$ cat src/hw/rtl/spm_pkg.sv
`default_nettype none

package spm_pkg;

    localparam int MAX_ROWS   = 8;
    localparam int MAX_COLS   = 8;
    localparam int ELEM_WIDTH = 32;

    localparam int VAL_W = 32;
    localparam int ROW_W = 3;
    localparam int COL_W = 3;
    localparam int CFG_W = 4;
    localparam int BND_W = ROW_W + 2;
    localparam int AW    = (MAX_ROWS * MAX_COLS > 1) ? $clog2(MAX_ROWS * MAX_COLS) : 1;
    localparam int REM_W = $clog2(MAX_ROWS * MAX_COLS + 1);

    localparam logic CMD_WRITE = 1'b0;
    localparam logic CMD_STEP  = 1'b1;

    localparam logic REG_ROWS = 1'b0;
    localparam logic REG_COLS = 1'b1;

    // Spiral legs, and the sequencer phases that enter a leg (4 + leg).
    localparam logic [1:0] LEG_TOP    = 2'd0;
    localparam logic [1:0] LEG_RIGHT  = 2'd1;
    localparam logic [1:0] LEG_BOTTOM = 2'd2;
    localparam logic [1:0] LEG_LEFT   = 2'd3;

    localparam logic [2:0] PH_TOP      = 3'd0;
    localparam logic [2:0] PH_RIGHT    = 3'd1;
    localparam logic [2:0] PH_BOTTOM   = 3'd2;
    localparam logic [2:0] PH_LEFT     = 3'd3;
    localparam logic [2:0] PH_ENTER_T  = 3'd4;
    localparam logic [2:0] PH_ENTER_R  = 3'd5;
    localparam logic [2:0] PH_ENTER_B  = 3'd6;
    localparam logic [2:0] PH_ENTER_L  = 3'd7;

    typedef struct packed {
        logic                    cmd;
        logic [ROW_W-1:0]        row_in;
        logic [COL_W-1:0]        col_in;
        logic signed [VAL_W-1:0] value_in;
    } t_in_item;

    typedef struct packed {
        logic signed [VAL_W-1:0] value_out;
        logic [ROW_W-1:0]        row_out;
        logic [COL_W-1:0]        col_out;
        logic                    last;
    } t_out_item;

    typedef struct packed {
        logic wr;      // store one element
        logic cfg;     // configuration beat
        logic prep;    // restart if the previous spiral finished
        logic rd;      // read element and record the result
        logic adv;     // one phase of the position sequencer
    } t_dp_cmd;

    typedef struct packed {
        logic adv_done;
        logic last;
    } t_dp_sts;

    function automatic int eff_cnt(logic [CFG_W-1:0] v, int maxv);
        int n;
        n = int'(v);
        if (n < 1) n = 1;
        if (n > maxv) n = maxv;
        return n;
    endfunction

    function automatic logic [AW-1:0] mem_addr(logic [ROW_W-1:0] r, logic [COL_W-1:0] c);
        return AW'(int'(r) * MAX_COLS + int'(c));
    endfunction

    function automatic logic [ELEM_WIDTH-1:0] to_elem(logic [VAL_W-1:0] v);
        logic [63:0] w;
        w = {32'b0, v};
        return w[ELEM_WIDTH-1:0];
    endfunction

    function automatic logic [VAL_W-1:0] from_elem(logic [ELEM_WIDTH-1:0] e);
        logic [63:0] w;
        w = 64'(signed'(e));
        return w[VAL_W-1:0];
    endfunction

endpackage

`default_nettype wire

$ cat src/hw/rtl/spm_ctrl.sv
`default_nettype none

module spm_ctrl (
    input  wire logic            i_clk,
    input  wire logic            i_rst_n,
    input  wire logic            start,
    input  wire logic            i_cmd,
    input  wire logic            i_cfg_valid,
    input  wire spm_pkg::t_dp_sts i_sts,
    output spm_pkg::t_dp_cmd     o_cmd,
    output logic                 busy,
    output logic                 o_cfg_ready
);
    import spm_pkg::*;

    localparam logic [1:0] S_IDLE = 2'd0;
    localparam logic [1:0] S_PREP = 2'd1;
    localparam logic [1:0] S_READ = 2'd2;
    localparam logic [1:0] S_ADV  = 2'd3;

    logic [1:0] r_state;
    logic [1:0] n_state;
    logic       accept;

    assign busy        = (r_state != S_IDLE);
    assign o_cfg_ready = !busy;
    assign accept      = start && !busy;

    always_comb begin
        n_state    = r_state;
        o_cmd      = '0;
        o_cmd.cfg  = i_cfg_valid && o_cfg_ready;
        case (r_state)
            S_IDLE: begin
                if (accept) begin
                    if (i_cmd == CMD_STEP) begin
                        n_state = S_PREP;
                    end else begin
                        o_cmd.wr = 1'b1;
                    end
                end
            end
            S_PREP: begin
                o_cmd.prep = 1'b1;
                n_state    = S_READ;
            end
            S_READ: begin
                o_cmd.rd = 1'b1;
                n_state  = i_sts.last ? S_IDLE : S_ADV;
            end
            S_ADV: begin
                o_cmd.adv = 1'b1;
                if (i_sts.adv_done) begin
                    n_state = S_IDLE;
                end
            end
            default: begin
                n_state = S_IDLE;
            end
        endcase
    end

    always_ff @(posedge i_clk) begin
        if (!i_rst_n) begin
            r_state <= S_IDLE;
        end else begin
            r_state <= n_state;
        end
    end

endmodule

`default_nettype wire

$ cat src/hw/rtl/spm_datapath.sv
`default_nettype none

module spm_datapath (
    input  wire logic              i_clk,
    input  wire logic              i_rst_n,
    input  wire spm_pkg::t_dp_cmd  i_cmd,
    input  wire spm_pkg::t_in_item i_in,
    input  wire logic              i_cfg_index,
    input  wire logic [spm_pkg::CFG_W-1:0] i_cfg_data,
    output spm_pkg::t_dp_sts       o_sts,
    output logic                   o_res_strobe,
    output spm_pkg::t_out_item     o_out
);
    import spm_pkg::*;

    logic [ELEM_WIDTH-1:0] mem [MAX_ROWS*MAX_COLS];

    logic [CFG_W-1:0]        r_rows, n_rows, r_cols, n_cols;
    logic signed [BND_W-1:0] r_top, n_top, r_bot, n_bot;
    logic signed [BND_W-1:0] r_left, n_left, r_right, n_right;
    logic [ROW_W-1:0]        r_cur_row, n_cur_row;
    logic [COL_W-1:0]        r_cur_col, n_cur_col;
    logic [1:0]              r_leg, n_leg;
    logic [REM_W-1:0]        r_rem, n_rem;
    logic [2:0]              r_phase, n_phase;
    logic                    r_strobe;
    logic [ELEM_WIDTH-1:0]   r_rd_data;
    logic [ROW_W-1:0]        r_out_row;
    logic [COL_W-1:0]        r_out_col;
    logic                    r_out_last;

    logic signed [BND_W-1:0] rs_bot, rs_right, cur_r, cur_c;
    logic [REM_W-1:0]        rs_rem;
    logic                    is_last, adv_done, restart;
    int                      er, ec;

    assign er       = eff_cnt(n_rows, MAX_ROWS);
    assign ec       = eff_cnt(n_cols, MAX_COLS);
    assign rs_bot   = BND_W'(er - 1);
    assign rs_right = BND_W'(ec - 1);
    assign rs_rem   = REM_W'(er * ec);
    assign cur_r    = signed'(BND_W'(r_cur_row));
    assign cur_c    = signed'(BND_W'(r_cur_col));
    assign is_last  = (r_rem == REM_W'(1));

    always_comb begin
        n_rows = r_rows;
        n_cols = r_cols;
        if (i_cmd.cfg) begin
            if (i_cfg_index == REG_ROWS) begin
                n_rows = i_cfg_data;
            end else begin
                n_cols = i_cfg_data;
            end
        end
    end

    // Position sequencer: one phase per cycle. Entering an empty leg applies
    // that leg's bound update and moves on to the next leg's entry phase.
    always_comb begin
        n_top     = r_top;
        n_bot     = r_bot;
        n_left    = r_left;
        n_right   = r_right;
        n_cur_row = r_cur_row;
        n_cur_col = r_cur_col;
        n_leg     = r_leg;
        n_rem     = r_rem;
        n_phase   = r_phase;
        adv_done  = 1'b0;
        restart   = i_cmd.cfg || (i_cmd.prep && r_rem == '0) || (i_cmd.rd && is_last);
        if (restart) begin
            n_top     = '0;
            n_left    = '0;
            n_bot     = rs_bot;
            n_right   = rs_right;
            n_cur_row = '0;
            n_cur_col = '0;
            n_leg     = LEG_TOP;
            n_rem     = rs_rem;
        end else if (i_cmd.rd) begin
            n_rem   = r_rem - REM_W'(1);
            n_phase = {1'b0, r_leg};
        end else if (i_cmd.adv) begin
            case (r_phase)
                PH_TOP: begin
                    if (cur_c < r_right) begin
                        n_cur_col = r_cur_col + COL_W'(1);
                        adv_done  = 1'b1;
                    end else begin
                        n_top   = r_top + BND_W'(1);
                        n_phase = PH_ENTER_R;
                    end
                end
                PH_RIGHT: begin
                    if (cur_r < r_bot) begin
                        n_cur_row = r_cur_row + ROW_W'(1);
                        adv_done  = 1'b1;
                    end else begin
                        n_right = r_right - BND_W'(1);
                        n_phase = PH_ENTER_B;
                    end
                end
                PH_BOTTOM: begin
                    if (cur_c > r_left) begin
                        n_cur_col = r_cur_col - COL_W'(1);
                        adv_done  = 1'b1;
                    end else begin
                        n_bot   = r_bot - BND_W'(1);
                        n_phase = PH_ENTER_L;
                    end
                end
                PH_LEFT: begin
                    if (cur_r > r_top) begin
                        n_cur_row = r_cur_row - ROW_W'(1);
                        adv_done  = 1'b1;
                    end else begin
                        n_left  = r_left + BND_W'(1);
                        n_phase = PH_ENTER_T;
                    end
                end
                PH_ENTER_T: begin
                    adv_done = 1'b1;
                    if (r_top <= r_bot && r_left <= r_right) begin
                        n_cur_row = r_top[ROW_W-1:0];
                        n_cur_col = r_left[COL_W-1:0];
                        n_leg     = LEG_TOP;
                    end
                end
                PH_ENTER_R: begin
                    if (r_top <= r_bot) begin
                        n_cur_row = r_top[ROW_W-1:0];
                        n_cur_col = r_right[COL_W-1:0];
                        n_leg     = LEG_RIGHT;
                        adv_done  = 1'b1;
                    end else begin
                        n_right = r_right - BND_W'(1);
                        n_phase = PH_ENTER_B;
                    end
                end
                PH_ENTER_B: begin
                    n_phase = PH_ENTER_L;
                    if (r_top <= r_bot) begin
                        if (r_right >= r_left) begin
                            n_cur_row = r_bot[ROW_W-1:0];
                            n_cur_col = r_right[COL_W-1:0];
                            n_leg     = LEG_BOTTOM;
                            adv_done  = 1'b1;
                        end else begin
                            n_bot = r_bot - BND_W'(1);
                        end
                    end
                end
                default: begin
                    n_phase = PH_ENTER_T;
                    if (r_left <= r_right) begin
                        if (r_bot >= r_top) begin
                            n_cur_row = r_bot[ROW_W-1:0];
                            n_cur_col = r_left[COL_W-1:0];
                            n_leg     = LEG_LEFT;
                            adv_done  = 1'b1;
                        end else begin
                            n_left = r_left + BND_W'(1);
                        end
                    end
                end
            endcase
        end
    end

    always_ff @(posedge i_clk) begin
        if (i_cmd.wr && int'(i_in.row_in) < MAX_ROWS && int'(i_in.col_in) < MAX_COLS) begin
            mem[mem_addr(i_in.row_in, i_in.col_in)] <= to_elem(i_in.value_in);
        end
        if (i_cmd.rd) begin
            r_rd_data <= mem[mem_addr(r_cur_row, r_cur_col)];
        end
    end

    always_ff @(posedge i_clk) begin
        if (i_cmd.rd) begin
            r_out_row  <= r_cur_row;
            r_out_col  <= r_cur_col;
            r_out_last <= is_last;
        end
    end

    always_ff @(posedge i_clk) begin
        if (!i_rst_n) begin
            r_rows    <= CFG_W'(6);
            r_cols    <= CFG_W'(6);
            r_top     <= '0;
            r_left    <= '0;
            r_bot     <= BND_W'(5);
            r_right   <= BND_W'(5);
            r_cur_row <= '0;
            r_cur_col <= '0;
            r_leg     <= LEG_TOP;
            r_rem     <= REM_W'(36);
            r_phase   <= PH_TOP;
            r_strobe  <= 1'b0;
        end else begin
            r_rows    <= n_rows;
            r_cols    <= n_cols;
            r_top     <= n_top;
            r_left    <= n_left;
            r_bot     <= n_bot;
            r_right   <= n_right;
            r_cur_row <= n_cur_row;
            r_cur_col <= n_cur_col;
            r_leg     <= n_leg;
            r_rem     <= n_rem;
            r_phase   <= n_phase;
            r_strobe  <= i_cmd.rd;
        end
    end

    assign o_sts.adv_done  = adv_done;
    assign o_sts.last      = is_last;
    assign o_res_strobe    = r_strobe;
    assign o_out.value_out = from_elem(r_rd_data);
    assign o_out.row_out   = r_out_row;
    assign o_out.col_out   = r_out_col;
    assign o_out.last      = r_out_last;

endmodule

`default_nettype wire

$ cat src/hw/rtl/spiral_matrix_reader.sv
`default_nettype none

// Spiral matrix reader. A write command (cmd low) stores one element, and busy
// never rises for it. A step command (cmd high) keeps busy high while it checks
// for a finished spiral, reads the element RAM and, unless the element is the
// last of the spiral, runs the position sequencer, which settles one leg test or
// bound update per cycle. The result beat shows on o_res_strobe for exactly one
// cycle, from a register loaded during the RAM read; the receiver cannot stall
// it and must take it then. Configuration beats are taken whenever busy is low
// and restart the spiral at the top-left corner.
module spiral_matrix_reader (
    input  wire logic                     i_clk,
    input  wire logic                     i_rst_n,
    input  wire logic                     start,
    output logic                          busy,
    input  wire spm_pkg::t_in_item        i_in,
    output logic                          o_res_strobe,
    output spm_pkg::t_out_item            o_out,
    input  wire logic                     i_cfg_valid,
    output logic                          o_cfg_ready,
    input  wire logic                     i_cfg_index,
    input  wire logic [spm_pkg::CFG_W-1:0] i_cfg_data
);
    import spm_pkg::*;

    t_dp_cmd dp_cmd;
    t_dp_sts dp_sts;

    spm_ctrl u_ctrl (
        .i_clk       (i_clk),
        .i_rst_n     (i_rst_n),
        .start       (start),
        .i_cmd       (i_in.cmd),
        .i_cfg_valid (i_cfg_valid),
        .i_sts       (dp_sts),
        .o_cmd       (dp_cmd),
        .busy        (busy),
        .o_cfg_ready (o_cfg_ready)
    );

    spm_datapath u_datapath (
        .i_clk        (i_clk),
        .i_rst_n      (i_rst_n),
        .i_cmd        (dp_cmd),
        .i_in         (i_in),
        .i_cfg_index  (i_cfg_index),
        .i_cfg_data   (i_cfg_data),
        .o_sts        (dp_sts),
        .o_res_strobe (o_res_strobe),
        .o_out        (o_out)
    );

endmodule

`default_nettype wire

$ cat config.mk
export PLATFORM = sky130hd
export DESIGN_NAME = spiral_matrix_reader
export DESIGN_NICKNAME = d
export VERILOG_FILES = /design/src/hw/rtl/spm_pkg.sv /design/src/hw/rtl/spm_ctrl.sv /design/src/hw/rtl/spm_datapath.sv /design/src/hw/rtl/spiral_matrix_reader.sv
export SDC_FILE = /design/constraint.sdc
export NUM_CORES = 2
export LEC_CHECK = 0
export BUFFER_PORTS_ARGS = -buffer_cell sky130_fd_sc_hd__buf_4
export CORE_AREA = 2 2 392 394
export DETAILED_ROUTE_END_ITERATION = 16
export DIE_AREA = 0 0 394 396
export PLACE_DENSITY = 0.77
export SLEW_MARGIN = 20
export SYNTH_ARGS = -nofsm -noshare
export SYNTH_HDL_FRONTEND = slang
export SYNTH_SLANG_ARGS = --single-unit
$ cat constraint.sdc
create_clock -name i_clk -period 6.8 [get_ports i_clk]
set_input_delay 1.36 -clock i_clk [delete_from_list [all_inputs] [get_ports i_clk]]
set_output_delay 1.36 -clock i_clk [all_outputs]
set_load 0.05 [all_outputs]
==> impl_results.md <==
* Clk_lat worst skew at around 0.85 ns
* Routed Wire Length at around 210 mm
* RePlAce Congestion at approximately 0.85
* Io pins at 90
* Area Overhead vs Synth at 13.0%
* Hold EP: u_datapath.r_rows[1]$_SDFF_PN1_
* Highest Clock Rate at ~0.22 GHz
* Row count at between 100 and 150
* Relative slew slack at 0.212
* Final cell count without fillers at approximately 6,000
* Req. time, crit path at around 7.5 ns
* Highest-delay cell along the critical path: mux2i_1
* Multi-input gate area in the final layout at 18,800 sq um
* Final Hold Viols at 0
* Max-cap viol count at 0
* Yosys cell types at 63
* Yosys warns at 0
* Hold path depth at 2
* Tcrit/Tclk final at 0.673
* Unrepaired setup endpoints after global routing: false
* # fillers at roughly 10,000
* Worst clock skew at ~0.029 ns
* VDD IR-drop max at about 0.27 mV
* Mapped cell area at roughly 83,000 sq um
* Number of H-tree levels at 4
* Most frequent cell after synthesis: edfxtp_1
* Synth area leader: edfxtp_1
* Vias at 41,000
* Total track usage at 0.273
* Core Footprint at ~150,000 sq um
* Post-layout min period at 4.58 ns
* Synth area leaders: edfxtp_1 76%, mux4_2 17%, dfxtp_1 1.2%
* Inserted Clock Buffers at 200
* CP peak stage delay at around 0.56 ns
* Wire per inst at ~35 um
* CTS tree: yes
* Max-slew violation count at 0
* Final nets at 3,918
* CP Cell Sequence: buf_4 -> nor4bb_1 -> buf_4 -> mux2i_1 -> nand2b_1 -> or2_2 -> fa_1 -> inv_1 -> fa_1 -> inv_1 -> fa_1 -> inv_1 -> a21o_1 -> a21oi_1 -> xnor2_1 -> xnor2_1 -> a21oi_1
* Vias per inst at about 6.8
* Arrival @ worst endpoint at approximately 5.3 ns
* Syn_area_per_cell at ~23 sq um
* Router iterations before antenna repair at 6
* Post-cts sizing count at 0
* Seq/Total Area, Yosys at 0.768
* Critical path class: in -> reg
* DP Worst Slack at between 1 and 1.5 ns
* Asr flop ratio synth at 0
* Grt ovf at 0
* Hold Worst Slack at approximately 0.49 ns
* 1st-iter DRT viols at 6,286
* CP top delay family: adder cells
* Power Density at about 280 nW/um^2
* Hold Startpoint: u_datapath.r_rows[1]$_SDFF_PN1_
* Chip Width at 394 um
* Initial antenna violation count at 9
* Status: complete, no violations
* Setup TNS at 0 ns
* Syn Inst Count at between 3,000 and 4,000
* Layout cell share with drive strength beyond 1 at 0.306
* Setup bufs post-CTS at 0
* Share of the synthesized area in the top cell type at 0.756
* Die span in y at 396 um
* Post-synth top flop: edfxtp_1
* Final setup viols at 0
* R2R Setup Slk at roughly 2.3 ns
* Post-synth EDFFs at between 2,000 and 2,500
* Commonest cells post-synth: 2,087 x edfxtp_1, 640 x mux4_2, 131 x nor2_1, 81 x clkbuf_1, 75 x nand2_1
* Largest net degree at the start of global routing at about 140
* Vias in the first global route at approximately 41,000
* Post-synth net total at about 3,700
* RR Endpoint: u_datapath.mem[0][0]$_DFFE_PP_
* Buf+Inv Stages, Crit Path at 5
* DP Wirelength at 115 mm
* Residual DRC at 0
* Root Driver: clkbuf_16
* Initial Utilization at 0.547
* Die area at 156,000 sq um
* First-pass GRT wire length at roughly 300 mm
* Total power at 26.6 mW
* Placed cells at between 5,000 and 6,000
* I/O Buffers at between 80 and 90
* Register bit total from synthesis at roughly 2,100
* FF-to-FF Start: u_ctrl.r_state[1]$_SDFFE_PN0P_
* Crit path capture type: register
* CTS sink cnt at roughly 2,100
* DRT antenna net count at 0
* Reg clk slew, reported paths at around 0.060 ns
* Worst slew pin tran at about 1.2 ns
* Critical Path Fanout Max at 8
* Setup ws final at ~2.2 ns
* P_leak at approximately 28 nW
* Hold-fix buffers, CTS at 0
* CP startpoint kind: input pin
* Reg area at around 64,000 sq um
* Clk buf depth at 3
* Worst reg2reg path depth at 6
* Hold crit path type: reg -> reg
## cells by family (layout without fill, tap and decap cells)
family,after synthesis,count (layout),share of synthesized area
adders and majority gates,48,48,0.00779
muxes,663,663,0.177
buffers and inverters,220,601,0.0110
xor gates and xnor gates,11,11,0.00116
DFF,2136,2136,0.768
and+or+nand+nor,339,339,0.0194
other,0,4,0
AOI/OAI and AO/OA,192,192,0.0161
## cell type report
| class | count | area share |
|---|---|---|
| Timing Repair Buffer | 194 | 0.0207 |
| Sequential cell | 2136 | 0.680 |
| Antenna cell | 4 | 0.000107 |
| Multi-Input combinational cell | 1253 | 0.201 |
| Clock buffer | 239 | 0.0555 |
| Clock inverter | 131 | 0.0143 |
| Inverter | 37 | 0.00151 |
| Tap cell | 2030 | 0.0271 |
## placed cells by master, fill, tap and decap left out, drive strengths merged, types with 23 or more instances in the layout
cell type and count:
inv 46, mux2i 23, nand2 75, ha 42
mux4 640, clkbuf 239, nor2 131, nor3 32
dfxtp 49, a22oi 43, buf 194, clkinv 91
o21ai 23, a21oi 37, edfxtp 2087
## worst register-to-register path: stages, from the launching register on
cell     delay [ns]
dfxtp_1        0.45
nor2_1         0.28
inv_1          0.10
nor4b_2        0.90
nand2_1        0.94
nor2_4         1.19
buf_4          0.36
## power breakdown
part / internal, mW / switching (mW)
Clock: 6.31 / 4.96
Sequential: 14.5 / 0.0405
Combinational: 0.216 / 0.571
## per-layer routing
metal	GRT usage	wire length, um	vias up
li1	-	-	15900
met1	0.371	75800	21800
met2	0.434	105000	2975
met3	0.0753	25100	384
met4	0.0870	6910	6
met5	0	47	-
## worst max-delay path by stage
stage          cells after the start  slack [ns]         from                               end
2_1_floorplan                     16        1.73  i_cfg_index  u_datapath.r_rem[6]$_SDFFE_PN0P_
3_3_place_gp                      17        1.40  i_cfg_index  u_datapath.r_rem[6]$_SDFFE_PN0P_
3_5_place_dp                      17        1.41  i_cfg_index  u_datapath.r_rem[6]$_SDFFE_PN0P_
4_1_cts                           17        2.33  i_cfg_index  u_datapath.r_rem[6]$_SDFFE_PN0P_
5_1_grt                           16        1.94  i_cfg_index  u_datapath.r_rem[5]$_SDFFE_PN1P_
6_report                          17        2.22  i_cfg_index  u_datapath.r_rem[6]$_SDFFE_PN0P_
## state kept, by name, indices dropped and copies added, names as in the netlist, 5 cells and up
signal                cells
u_datapath.mem         2048
u_datapath.r_bot          5
u_datapath.r_left         5
u_datapath.r_rd_data     32
u_datapath.r_rem          7
u_datapath.r_right        5
u_datapath.r_top          5
## per-stage QoR
stage	instance area (sq um)	util
2_1_floorplan	82900	-
3_3_place_gp	86700	0.572
3_5_place_dp	86900	0.573
4_1_cts	93400	0.617
5_1_grt	93700	0.618
6_report	93700	0.618
(Power assumes the default switching activity.)
